==> config.mk <==
export PLATFORM = sky130hd
export DESIGN_NAME = fcmac_datapath
export DESIGN_NICKNAME = d
export VERILOG_FILES = /design/src/rtl/core/fcmac_pkg.sv /design/src/rtl/core/fcmac_datapath.sv
export SDC_FILE = /design/constraint.sdc
export NUM_CORES = 2
export LEC_CHECK = 0
export BUFFER_PORTS_ARGS = -buffer_cell sky130_fd_sc_hd__buf_2
export CAP_MARGIN = 20
export CORE_ASPECT_RATIO = 1.4
export CORE_MARGIN = 2
export CORE_UTILIZATION = 65
export CTS_BUF_LIST = sky130_fd_sc_hd__clkbuf_16
export DETAILED_ROUTE_END_ITERATION = 16
export PLACE_DENSITY = 0.83
export REMOVE_ABC_BUFFERS = 1
export SYNTH_ARGS = -nofsm -noshare
export SYNTH_HDL_FRONTEND = slang
export SYNTH_SLANG_ARGS = --single-unit
==> constraint.sdc <==
create_clock -name clk_i -period 8.3 [get_ports clk_i]
set_input_delay 0.415 -clock clk_i [delete_from_list [all_inputs] [get_ports clk_i]]
set_output_delay 0.415 -clock clk_i [all_outputs]
set_load 0.05 [all_outputs]
==> src/rtl/core/fcmac_pkg.sv <==
// Shared constants and types for the fully connected layer MAC.
package fcmac_pkg;

  localparam int unsigned DataW        = 32;
  localparam int unsigned WeightW      = 16;
  localparam int unsigned ProdW        = DataW + WeightW;
  localparam int unsigned AccW         = 64;
  localparam int unsigned NeuronW      = 6;
  localparam int unsigned InCountW     = 10;
  localparam int unsigned OutCountW    = 7;
  localparam int unsigned CfgDataW     = 10;
  localparam int unsigned CfgIdxW      = 1;
  localparam int unsigned InTdataW     = 64;
  localparam int unsigned OutTdataW    = 40;

  localparam int unsigned MaxInputsDef  = 512;
  localparam int unsigned MaxOutputsDef = 64;

  localparam logic [InCountW-1:0]  InCountRst  = InCountW'(400);
  localparam logic [OutCountW-1:0] OutCountRst = OutCountW'(64);

  localparam logic [CfgIdxW-1:0] RegInputCount  = CfgIdxW'(0);
  localparam logic [CfgIdxW-1:0] RegOutputCount = CfgIdxW'(1);

  localparam logic FuncLoad   = 1'b0;
  localparam logic FuncWeight = 1'b1;

  // Per-weight control that travels with the MAC pipeline
  typedef struct packed {
    logic               valid;
    logic               done;
    logic               last;
    logic [NeuronW-1:0] neuron;
  } mac_ctrl_t;

endpackage

==> src/rtl/core/fcmac_datapath.sv <==
// Multiply, accumulate and saturate pipeline with the output register.
module fcmac_datapath (
  input  logic                              clk_i,
  input  logic                              rst_ni,
  input  logic                              adv_i,
  input  fcmac_pkg::mac_ctrl_t              ctrl_i,
  input  logic [fcmac_pkg::WeightW-1:0]     weight_i,
  input  logic [fcmac_pkg::DataW-1:0]       act_i,
  output logic                              out_valid_o,
  output logic [fcmac_pkg::DataW-1:0]       out_result_o,
  output logic                              out_sat_o,
  output logic [fcmac_pkg::NeuronW-1:0]     out_neuron_o,
  output logic                              out_last_o
);

  fcmac_pkg::mac_ctrl_t s1_q, s2_q;
  logic [fcmac_pkg::WeightW-1:0] w1_q;
  logic signed [fcmac_pkg::ProdW-1:0] prod_q;
  logic [fcmac_pkg::AccW-1:0] acc_q, sum, fin_q;
  logic fin_valid_q, fin_last_q;
  logic [fcmac_pkg::NeuronW-1:0] fin_neuron_q;
  logic out_valid_q, out_sat_q, out_last_q;
  logic [fcmac_pkg::DataW-1:0] out_result_q;
  logic [fcmac_pkg::NeuronW-1:0] out_neuron_q;
  logic [fcmac_pkg::DataW-1:0] sat_val;
  logic fits, sat_flag;

  always_ff @(posedge clk_i or negedge rst_ni) begin
    if (!rst_ni) begin
      s1_q        <= '0;
      s2_q        <= '0;
      acc_q       <= '0;
      fin_valid_q <= 1'b0;
      out_valid_q <= 1'b0;
    end else if (adv_i) begin
      s1_q        <= ctrl_i;
      s2_q        <= s1_q;
      fin_valid_q <= s2_q.valid && s2_q.done;
      out_valid_q <= fin_valid_q;
      if (s2_q.valid) begin
        acc_q <= s2_q.done ? '0 : sum;
      end
    end
  end

  always_ff @(posedge clk_i) begin
    if (adv_i) begin
      w1_q         <= weight_i;
      prod_q       <= $signed(act_i) * $signed(w1_q);
      fin_q        <= sum;
      fin_last_q   <= s2_q.last;
      fin_neuron_q <= s2_q.neuron;
      if (fin_valid_q) begin
        out_result_q <= sat_val;
        out_sat_q    <= sat_flag;
        out_neuron_q <= fin_neuron_q;
        out_last_q   <= fin_last_q;
      end
    end
  end

  assign sum = acc_q + fcmac_pkg::AccW'(prod_q);

  // Fits in int32 when bits 63..31 are all equal
  assign fits     = (fin_q[fcmac_pkg::AccW-1:fcmac_pkg::DataW-1] == '0) ||
                    (fin_q[fcmac_pkg::AccW-1:fcmac_pkg::DataW-1] == '1);
  assign sat_flag = !fits;

  always_comb begin
    if (fits) begin
      sat_val = fin_q[fcmac_pkg::DataW-1:0];
    end else if (fin_q[fcmac_pkg::AccW-1]) begin
      sat_val = {1'b1, {(fcmac_pkg::DataW-1){1'b0}}};
    end else begin
      sat_val = {1'b0, {(fcmac_pkg::DataW-1){1'b1}}};
    end
  end

  assign out_valid_o  = out_valid_q;
  assign out_result_o = out_result_q;
  assign out_sat_o    = out_sat_q;
  assign out_neuron_o = out_neuron_q;
  assign out_last_o   = out_last_q;

endmodule

==> summary.md <==
| Metric | Value |
|---|---|
| Setup-failing EPs final | `0` |
| Setup CP Type | `reg -> reg` |
| Storage cell area | `7360 um2` |
| WL/cell | `between 15 and 20 um` |
| Reg2Reg Launch Point | `w1_q[7]$_DFFE_PP_` |
| Height of the die | `260 um` |
| Data required, critical path | `8.59 ns` |
| Worst Skew | `0.0186 ns` |
| Primary FF master, synth | `edfxtp_1` |
| Worst r2r dst | `prod_q[45]$_DFFE_PP_` |
| PostCTS Resize Cnt | `0` |
| Flop-to-flop setup slack | `0.84 ns` |
| Max-slew violations | `0` |
| I/O Buffers | `100` |
| Top cell type's share of synthesized area | `32.0%` |
| All-Layer GR Usage | `just over 30%` |
| RSZ-0062 raised after global routing | `no` |
| Die area | `between 40,000 and 50,000 um2` |
| Ys Warns | `0` |
| Final hold viol count | `0` |
| Ranking of synthesized cells by area | `fa_1 32%, edfxtp_1 17%, inv_1 7.3%, ha_1 7.3%, dfrtp_1 6.9%` |
| H-tree depth | `1` |
| First DRT Iteration DRCs | `1,384` |
| Startpoint class of the critical path | `flip-flop` |
| Clock Path Buffers | `3` |
| Cells after Synth | `~3,000` |
| Cell Area, Synth | `about 30,000 um2` |
| CTS Buf Count | `26` |
| Vias in the first global route | `24,200` |
| Root buf cell | `clkbuf_16` |
| Critical Path, Cell by Cell | `buf_4, nand2_1, fa_1, inv_1, fa_1, fa_1, fa_1, fa_1, inv_1, fa_1, inv_1, ha_1, nand4_1, nor2_1, a221oi_1, o21ai_1, o211ai_1, nand2_1, a21oi_2, o21ai_1, o41ai_1, xnor2_1` |
| Status | `complete, no violations` |
| Crit. End Element | `flip-flop` |
| Fin crit share | `roughly nine tenths` |
| Max cap viols | `0` |
| Initial Util | `about two thirds` |
| Detailed Place HPWL | `56,400 um` |
| Synth unique cells | `82` |
| Chip width | `187 um` |
| Yosys reg bits | `259` |
| WL final | `72,900 um` |
| Most frequent cells in the layout | `596 x inv_1, 487 x fa_1, 363 x nand2_1` |
| Critical path's most frequent cell | `fa_1` |
| CTS tree | `yes` |
| Hold path depth | `1` |
| Post-route setup TNS | `0 ns` |
| Syn_area_per_cell | `9.98 um2` |
| Worst path slowest cell | `edfxtp_1` |
| Min-Delay Path Class | `in -> reg` |
| Fmax | `0.134 GHz` |
| CTS clk-pin slew, worst paths | `about 0.060 ns` |
| Pre-Repair DR Iteration Count | `7` |
| Via Count | `about 22,000` |
| Initial antenna violation count | `2` |
| Layout fillers | `3,449` |
| Postcts setup bufs | `0` |
| Crit path largest cell delay | `1.10 ns` |
| Clk_lat worst skew | `0.55 ns` |
| Asr flop ratio synth | `32.4%` |
| First-pass GRT wire length | `119,000 um` |
| CTS Sinks | `259` |
| Reg2reg path depth | `22` |
| Share of cells above drive strength 1 | `7.59%` |
| Vias per cell | `roughly 6` |
| Fin crit period | `7.46 ns` |
| Seq/Total Area, Yosys | `between 20% and 30%` |
| Placer Congestion | `between 0.9 and 1` |
| Crit Path Max Fanout | `19` |
| Top cell type by total area after synthesis | `fa_1` |
| Core Box Area | `46,100 um2` |
| IO Count | `101` |
| NumNets Final | `3,802` |
| Number of synthesized flops with an enable pin | `175` |
| Worst slew margin | `~22%` |
| Largest net degree at the start of global routing | `between 90 and 100` |
| Most common cell after layout, fill and taps aside | `inv_1` |
| Std-Cell Rows | `93` |
| Area growth from synthesis to layout | `6.36%` |
| Hold Path End | `w1_q[13]$_DFFE_PP_` |
| Multi-input gate area | `between 20,000 and 25,000 um2` |
| Routed Antenna Nets | `0` |
| Overflow after GRT | `0` |
| CP arrival | `7.74 ns` |
| Slew @ Worst Pin | `1.16 ns` |
| Residual DRC count | `0` |
| Worst hold start | `weight_i[13]` |
[through the flow]
stage | cell area [um2] | cells | setup WS (ns) | hold WS (ns) | utilization [%]
detailed placement | 31400 | 3662 | 0.991 | 0.295 | 68.2
finish | 32400 | 3716 | 0.844 | 0.0402 | 70.3
global route | 32400 | 3716 | 0.587 | 0.0227 | 70.3
CTS | 32300 | 3711 | 0.934 | 0.0178 | 70.1
global placement | 31400 | 3661 | 1.16 | 0.288 | 68.1
floorplan | 29900 | 2921 | 1.92 | 0.119 | -
[routing by layer]
metal | GRT usage (%) | wire [um]
met1 | 36.5 | 26800
met2 | 55.3 | 37100
met3 | 5.22 | 5550
met4 | 14.5 | 3550
met5 | 0 | 0
[layout make-up]
type	count	share of cell area, %
inverters	597	6.92
clock buffers	26	2.01
well taps	617	2.38
flip-flops and latches	259	22.7
repair buffers	129	2.52
multi-input cells	2065	62.8
diodes	1	0.00773
clock inverters	22	0.611
[registers in the layout, summed over array words and instances (netlist names), 6 cells and up]
register      flops
prod_q           48
s2_q              9
out_result_o     32
w1_q             16
out_neuron_o      6
fin_neuron_q      6
s1_q              9
acc_q            64
fin_q            64
[worst max-delay path, delay by kind of cell (launching register included)]
family	cells	cell delay, ns
adders and majority gates	7	3.38
AOI/OAI and AO/OA	6	1.52
DFF	1	1.10
buffers and inverters	4	0.52
and+or+nand+nor	4	0.52
xor gates and xnor gates	1	0.12
[cells in the mapped netlist, types with 4 or more instances]
cell	number
nor2b_1	15
nand2b_1	17
a21o_1	81
o31ai_1	7
and3_1	14
nand4_1	28
o21bai_1	26
mux2_2	19
a211oi_2	4
a211oi_1	14
edfxtp_1	175
nand2_1	364
a41oi_1	5
xor2_1	41
o21ai_1	17
clkbuf_1	109
fa_1	487
nand3_2	4
xnor2_1	70
a22o_1	57
o21a_1	6
nor4_1	10
and4_1	4
o211ai_1	7
nand3_1	23
inv_1	595
ha_1	177
o21ai_0	57
clkbuf_2	4
a31oi_1	11
nor2_1	78
buf_2	8
nor3_1	15
dfrtp_1	84
a221oi_1	4
and2_1	217
a21oi_1	118
[worst max-delay path by stage]
stage	start	endpoint	slack (ns)	cells after the start
final	w1_q[7]$_DFFE_PP_	prod_q[45]$_DFFE_PP_	0.84	22
after global routing	w1_q[7]$_DFFE_PP_	prod_q[45]$_DFFE_PP_	0.59	22
after CTS	w1_q[7]$_DFFE_PP_	prod_q[30]$_DFFE_PP_	0.93	22
after detailed placement	w1_q[7]$_DFFE_PP_	prod_q[30]$_DFFE_PP_	0.99	22
after global placement	w1_q[1]$_DFFE_PP_	prod_q[45]$_DFFE_PP_	1.16	21
after floorplan	w1_q[7]$_DFFE_PP_	prod_q[42]$_DFFE_PP_	1.92	23
[what timing repair did]
item / in CTS / in global routing
hold endpoints to repair: 16 / 0
hold buffers: 1 / 0
endpoints found under the setup margin: 0 / 0
[logic make-up (layout without fill, tap and decap cells)]
logic type,after synthesis,in the layout,share of synthesized area [%]
multiplexers,22,22,0.818
flip-flops,259,259,24.2
adder cells (fa/ha/maj),664,664,39.3
other,0,1,0
AO/OA/AOI/OAI,453,453,10.2
AND/OR/NAND/NOR,815,815,13.3
XOR/XNOR,111,111,3.19
buffers and inverters,725,774,9.07
Power is left out: the tool's default activity adds up to more than one toggle a clock period on the data nets, which glitch-free logic cannot reach.
