**src/rtl/core/fcmac_pkg.sv**
```systemverilog
// Shared constants and types for the fully connected layer MAC.
package fcmac_pkg;

  localparam int unsigned DataW        = 32;
  localparam int unsigned WeightW      = 16;
  localparam int unsigned ProdW        = DataW + WeightW;
  localparam int unsigned AccW         = 64;
  localparam int unsigned NeuronW      = 6;
  localparam int unsigned InCountW     = 10;
  localparam int unsigned OutCountW    = 7;
  localparam int unsigned CfgDataW     = 10;
  localparam int unsigned CfgIdxW      = 1;
  localparam int unsigned InTdataW     = 64;
  localparam int unsigned OutTdataW    = 40;

  localparam int unsigned MaxInputsDef  = 512;
  localparam int unsigned MaxOutputsDef = 64;

  localparam logic [InCountW-1:0]  InCountRst  = InCountW'(400);
  localparam logic [OutCountW-1:0] OutCountRst = OutCountW'(64);

  localparam logic [CfgIdxW-1:0] RegInputCount  = CfgIdxW'(0);
  localparam logic [CfgIdxW-1:0] RegOutputCount = CfgIdxW'(1);

  localparam logic FuncLoad   = 1'b0;
  localparam logic FuncWeight = 1'b1;

  // Per-weight control that travels with the MAC pipeline
  typedef struct packed {
    logic               valid;
    logic               done;
    logic               last;
    logic [NeuronW-1:0] neuron;
  } mac_ctrl_t;

endpackage

```
**src/rtl/core/fcmac_ctrl.sv**
```systemverilog
// Configuration registers and load, column and row position tracking.
module fcmac_ctrl #(
  parameter int unsigned MaxInputs  = fcmac_pkg::MaxInputsDef,
  parameter int unsigned MaxOutputs = fcmac_pkg::MaxOutputsDef,
  parameter int unsigned AddrW      = 9
) (
  input  logic                            clk_i,
  input  logic                            rst_ni,
  input  logic                            cfg_we_i,
  input  logic [fcmac_pkg::CfgIdxW-1:0]   cfg_idx_i,
  input  logic [fcmac_pkg::CfgDataW-1:0]  cfg_data_i,
  input  logic                            accept_i,
  input  logic                            func_i,
  output logic                            mem_we_o,
  output logic [AddrW-1:0]                mem_waddr_o,
  output logic                            mem_re_o,
  output logic [AddrW-1:0]                mem_raddr_o,
  output fcmac_pkg::mac_ctrl_t            ctrl_o
);

  localparam int unsigned RowW = (MaxOutputs > 1) ? $clog2(MaxOutputs) : 1;
  localparam int unsigned ColCmpW =
      (fcmac_pkg::InCountW > AddrW + 1) ? fcmac_pkg::InCountW : AddrW + 1;
  localparam int unsigned RowCmpW =
      (fcmac_pkg::OutCountW > RowW + 1) ? fcmac_pkg::OutCountW : RowW + 1;

  logic [fcmac_pkg::InCountW-1:0]  in_count_q;
  logic [fcmac_pkg::OutCountW-1:0] out_count_q;
  logic [AddrW-1:0]   load_pos_q, load_pos_d;
  logic [AddrW-1:0]   col_q, col_d;
  logic [RowW-1:0]    row_q, row_d;
  logic [ColCmpW-1:0] load_inc, col_inc;
  logic [RowCmpW-1:0] row_inc;
  logic               load_wrap, col_done, row_last;
  logic               is_load, is_weight;

  always_ff @(posedge clk_i or negedge rst_ni) begin
    if (!rst_ni) begin
      in_count_q  <= fcmac_pkg::InCountRst;
      out_count_q <= fcmac_pkg::OutCountRst;
    end else if (cfg_we_i) begin
      case (cfg_idx_i)
        fcmac_pkg::RegInputCount:  in_count_q  <= cfg_data_i[fcmac_pkg::InCountW-1:0];
        fcmac_pkg::RegOutputCount: out_count_q <= cfg_data_i[fcmac_pkg::OutCountW-1:0];
        default: ;
      endcase
    end
  end

  assign is_load   = accept_i && (func_i == fcmac_pkg::FuncLoad);
  assign is_weight = accept_i && (func_i == fcmac_pkg::FuncWeight);

  // Counts of zero act as one, counts above the maximum act as the maximum
  assign load_inc  = ColCmpW'(load_pos_q) + ColCmpW'(1);
  assign load_wrap = (load_inc >= ColCmpW'(in_count_q)) || (load_inc == ColCmpW'(MaxInputs));
  assign col_inc   = ColCmpW'(col_q) + ColCmpW'(1);
  assign col_done  = (col_inc >= ColCmpW'(in_count_q)) || (col_inc == ColCmpW'(MaxInputs));
  assign row_inc   = RowCmpW'(row_q) + RowCmpW'(1);
  assign row_last  = (row_inc >= RowCmpW'(out_count_q)) || (row_inc == RowCmpW'(MaxOutputs));

  always_comb begin
    load_pos_d = load_pos_q;
    col_d      = col_q;
    row_d      = row_q;
    if (is_load) begin
      load_pos_d = load_wrap ? '0 : load_inc[AddrW-1:0];
    end
    if (is_weight) begin
      col_d = col_done ? '0 : col_inc[AddrW-1:0];
      if (col_done) begin
        row_d = row_last ? '0 : row_inc[RowW-1:0];
      end
    end
  end

  always_ff @(posedge clk_i or negedge rst_ni) begin
    if (!rst_ni) begin
      load_pos_q <= '0;
      col_q      <= '0;
      row_q      <= '0;
    end else begin
      load_pos_q <= load_pos_d;
      col_q      <= col_d;
      row_q      <= row_d;
    end
  end

  assign mem_we_o    = is_load;
  assign mem_waddr_o = load_pos_q;
  assign mem_re_o    = is_weight;
  assign mem_raddr_o = col_q;

  assign ctrl_o.valid  = is_weight;
  assign ctrl_o.done   = col_done;
  assign ctrl_o.last   = row_last;
  assign ctrl_o.neuron = fcmac_pkg::NeuronW'(row_q);

endmodule

```
**config.mk**
```make
export PLATFORM = sky130hd
export DESIGN_NAME = fcmac_ctrl
export DESIGN_NICKNAME = d
export VERILOG_FILES = /design/src/rtl/core/fcmac_pkg.sv /design/src/rtl/core/fcmac_ctrl.sv
export SDC_FILE = /design/constraint.sdc
export NUM_CORES = 1
export LEC_CHECK = 0
export ABC_AREA = 1
export BUFFER_PORTS_ARGS = -buffer_cell sky130_fd_sc_hd__buf_2
export CAP_MARGIN = 25
export CORE_MARGIN = 2
export CORE_UTILIZATION = 45
export CTS_BUF_LIST = sky130_fd_sc_hd__clkbuf_4
export CTS_CLUSTER_SIZE = 20
export DETAILED_ROUTE_END_ITERATION = 8
export PLACE_DENSITY = 0.74
export SETUP_SLACK_MARGIN = 0.02
export SYNTH_ARGS = -nofsm -noshare
export SYNTH_HDL_FRONTEND = slang
export SYNTH_SLANG_ARGS = --single-unit
```
**constraint.sdc**
```tcl
create_clock -name clk_i -period 6.8 [get_ports clk_i]
set_input_delay 0 -clock clk_i [delete_from_list [all_inputs] [get_ports clk_i]]
set_output_delay 0 -clock clk_i [all_outputs]
set_load 0.005 [all_outputs]
```
==> summary.md <==
| Metric | Value |
|---|---|
| FF/Latch Area | `0.00103 mm2` |
| Part of the power in registers | `41.1%` |
| Pre-antenna DRT Iters | `4` |
| Syn Area/Cell | `7.18 um2` |
| Post-detail-place hpwl | `4510 um` |
| Synth Warn # | `0` |
| Post-synth EDFFs | `0` |
| Ys async rst share | `100%` |
| Clk_skew | `roughly 14 ps` |
| Final WL | `between 6000 and 7000 um` |
| Mapped Area | `approximately 0.0029 mm2` |
| Unrepaired setup endpoints after global routing | `no` |
| Die area | `between 0.007 and 0.008 mm2` |
| Chip Height | `~84 um` |
| WL/cell | `around 11 um` |
| Sw frac | `38.5%` |
| PwrDens | `241 mW/mm2` |
| DR iter-0 viols | `approximately 160` |
| Max_slew headroom | `61.4%` |
| Die Wd | `roughly 84 um` |
| Least-Margin Pin Slew | `between 500 and 600 ps` |
| Placed cell count | `roughly 500` |
| Post-layout min period | `roughly 2600 ps` |
| First-pass GRT wire length | `about 11000 um` |
| Max FO, Critical Path | `7` |
| Fmax | `385 MHz` |
| Commonest cells post-synth | `121 x nand2_1, 65 x inv_1, 38 x nor2_1` |
| Core ar. | `0.00628 mm2` |
| Io pins | `between 40 and 50` |
| Final setup viols | `0` |
| Grt ovf | `0` |
| Post-CTS setup buffer count | `0` |
| Setup CP Type | `register to output port` |
| Initial core utilization | `45.9%` |
| Unique masters post-synth | `30` |
| Max-slew violations | `0` |
| Non-filler cells, final | `535` |
| CTS Buf Count | `5` |
| Setup TNS | `0 ps` |
| Final GP Congestion | `0.887` |
| Vias in the first global route | `2424` |
| Filler cells | `611` |
| Post-synthesis instance total | `between 400 and 500` |
| Seq/Total Area, Yosys | `35.8%` |
| Post-CTS Resized | `0` |
| PortBufs | `44` |
| Int Power | `0.498 mW` |
| Area growth syn-to-layout | `16.9%` |
| Area leader, netlist | `dfrtp_1` |
| Overall routing resource usage | `18.3%` |
| Critical Path Sink Type | `output port` |
| Maxcap violations | `0` |
| Peak supply drop | `0.115 mV` |
| H-tree lvl count | `2` |
| HP Class | `input port to async pin` |
| Drt via density | `4.86` |
| Layout cells sized above 1 | `14.6%` |
| Combinational share of power | `38.6%` |
| Area of the multi-input gates | `0.00153 mm2` |
| Bufs on Longest Clock Path | `2` |
| Top cells by area, synth | `dfrtp_1 32%, nand2_1 16%, ha_1 13%` |
| Final ANT Viol Nets | `0` |
| Period utilisation layout | `a little under two fifths` |
| Most numerous cell in the Yosys netlist | `nand2_1` |
| Top cell type's share of synthesized area | `32.2%` |
| Syn nets | `447` |
| Status | `completed` |
| Share of total power in the clock network | `20.2%` |
| Worst EP arrival | `2590 ps` |
| Top_reg_cell synth | `dfrtp_1` |
| Flip-flop and latch count after synthesis | `41` |
| Vias after detailed routing | `~2600` |
| Startpoint types | `register` |
| Fin nets | `503` |
| CTS clk-pin slew, worst paths | `140 ps` |
| Initial antenna violation count | `0` |
| Leak | `around 1.9 nW` |
| Antenna Cells | `0` |
| Switching pwr | `between 0.3 and 0.4 mW` |
| CTS tree | `built` |
| Skew-Pair Late Insertion Delay | `360 ps` |
| Worst EP required | `slightly below 7000 ps` |
| Largest net degree at the start of global routing | `42` |
| Row cnt | `29` |
| Clk sink count | `41` |
| DRC Markers | `0` |
| CTS root buffer | `clkbuf_4` |
| Final hold violation count | `0` |
==> worst paths after layout <==
path                                      from        endpoint  slack, ps  depth (start not counted)
worst max-delay path                  row_q[0]       ctrl_o[6]       4210                         10
worst min-delay path                    rst_ni  mem_waddr_o[6]         20                          2
worst max register to register  mem_waddr_o[0]  mem_waddr_o[0]       4220                         15
worst min register to register  out_count_q[2]  out_count_q[2]        500                          2
max in group asynchronous               rst_ni  out_count_q[6]       6250                          3
min in group clk_i                    accept_i  mem_raddr_o[6]         90                          4
==> metal layers <==
| layer | GRT usage, % | up-vias | wire length, um |
|---|---|---|---|
| met5 | 0 | - | 0 |
| met4 | 5.43 | 0 | 106 |
| met3 | 2.97 | 10 | 177 |
| met2 | 31.3 | 41 | 2930 |
| met1 | 23.9 | 1182 | 2790 |
| li1 | - | 1369 | - |
==> registers in the layout, indices dropped and copies added (netlist names) <==
name,flops
in_count_q,10
out_count_q,7
row_q,6
mem_waddr_o,9
mem_raddr_o,9
==> final cells by class <==
| class | count | share of cell area, % |
|---|---|---|
| multi-input combinational | 283 | 45.6 |
| sequential | 41 | 30.6 |
| timing repair buffer | 58 | 11.0 |
| inverter | 68 | 7.58 |
| tap | 77 | 2.86 |
| clock inverter | 3 | 1.23 |
| clock buffer | 5 | 1.12 |
==> worst max-delay path: stages (launching register included) <==
cell and delay, ps:
dfrtp_1 480, ha_1 290, nand3_1 110, xor2_1 190, inv_1 80, ha_1 300
nand2_1 70, nand2_1 50, a21oi_1 120, nand4_1 290, buf_2 240
==> repair_timing <==
action,4_1_cts,5_1_grt
setup endpoints to repair,0,0
endpoints found under the hold margin,55,0
hold buffers,13,0
==> placed cells by master, fill, tap and decap left out <==
| master | Yosys | final |
|---|---|---|
| xor2_1 | 7 | 7 |
| clkinvlp_4 | 0 | 1 |
| inv_1 | 65 | 65 |
| o21bai_1 | 1 | 1 |
| dfrtp_1 | 37 | 37 |
| nand2_2 | 4 | 4 |
| nor3_2 | 2 | 2 |
| dlygate4sd3_1 | 0 | 13 |
| nand2_1 | 121 | 121 |
| nor2_1 | 38 | 38 |
| dfstp_2 | 4 | 4 |
| nor2_2 | 1 | 1 |
| a21oi_1 | 9 | 9 |
| or2_2 | 1 | 1 |
| buf_2 | 2 | 44 |
| nand3_4 | 1 | 1 |
| o21ai_0 | 27 | 27 |
| nand4_1 | 3 | 3 |
| inv_2 | 1 | 1 |
| ha_1 | 30 | 30 |
| xnor2_1 | 2 | 2 |
| nor3_1 | 2 | 2 |
| clkbuf_4 | 0 | 5 |
| o22ai_1 | 2 | 2 |
| buf_12 | 0 | 1 |
| clkinv_1 | 2 | 3 |
| nor3b_1 | 1 | 1 |
| o21a_1 | 1 | 1 |
| nand3_1 | 26 | 26 |
| bufinv_16 | 0 | 1 |
| nand3b_1 | 3 | 3 |
| nor2_4 | 1 | 1 |
==> kinds of logic (layout without fill, tap and decap cells) <==
logic type	after synthesis	after routing	synth area share, %
simple gates	204	204	30.3
fa+ha+maj	30	30	13.0
flops	41	41	35.8
xor+xnor	9	9	2.74
buf+inv	77	134	10.9
compound gates	40	40	7.21
==> power by group through the flow <==
stage                     Sequential (mW)  Clock [mW]  Combinational, mW
after global placement              0.336           0              0.297
after global routing                0.340       0.176              0.374
after detailed placement            0.338           0              0.311
after CTS                           0.333       0.170              0.318
after floorplan                     0.332           0              0.220
final                               0.333       0.164              0.313
==> metrics by stage <==
stage | setup WS (ps) | power (mW) | cell area, um2 | hold WS, ps | utilization [%]
after global placement | 4340 | 0.633 | 3140 | 207 | 50.0
after floorplan | 4600 | 0.552 | 2880 | -296 | -
after CTS | 4190 | 0.821 | 3350 | 99.0 | 53.3
after detailed placement | 4270 | 0.648 | 3140 | 208 | 50.0
final | 4210 | 0.810 | 3370 | 24.7 | 53.6
after global routing | 3910 | 0.891 | 3370 | 44.6 | 53.6
Power figures use the tool's default switching activity.
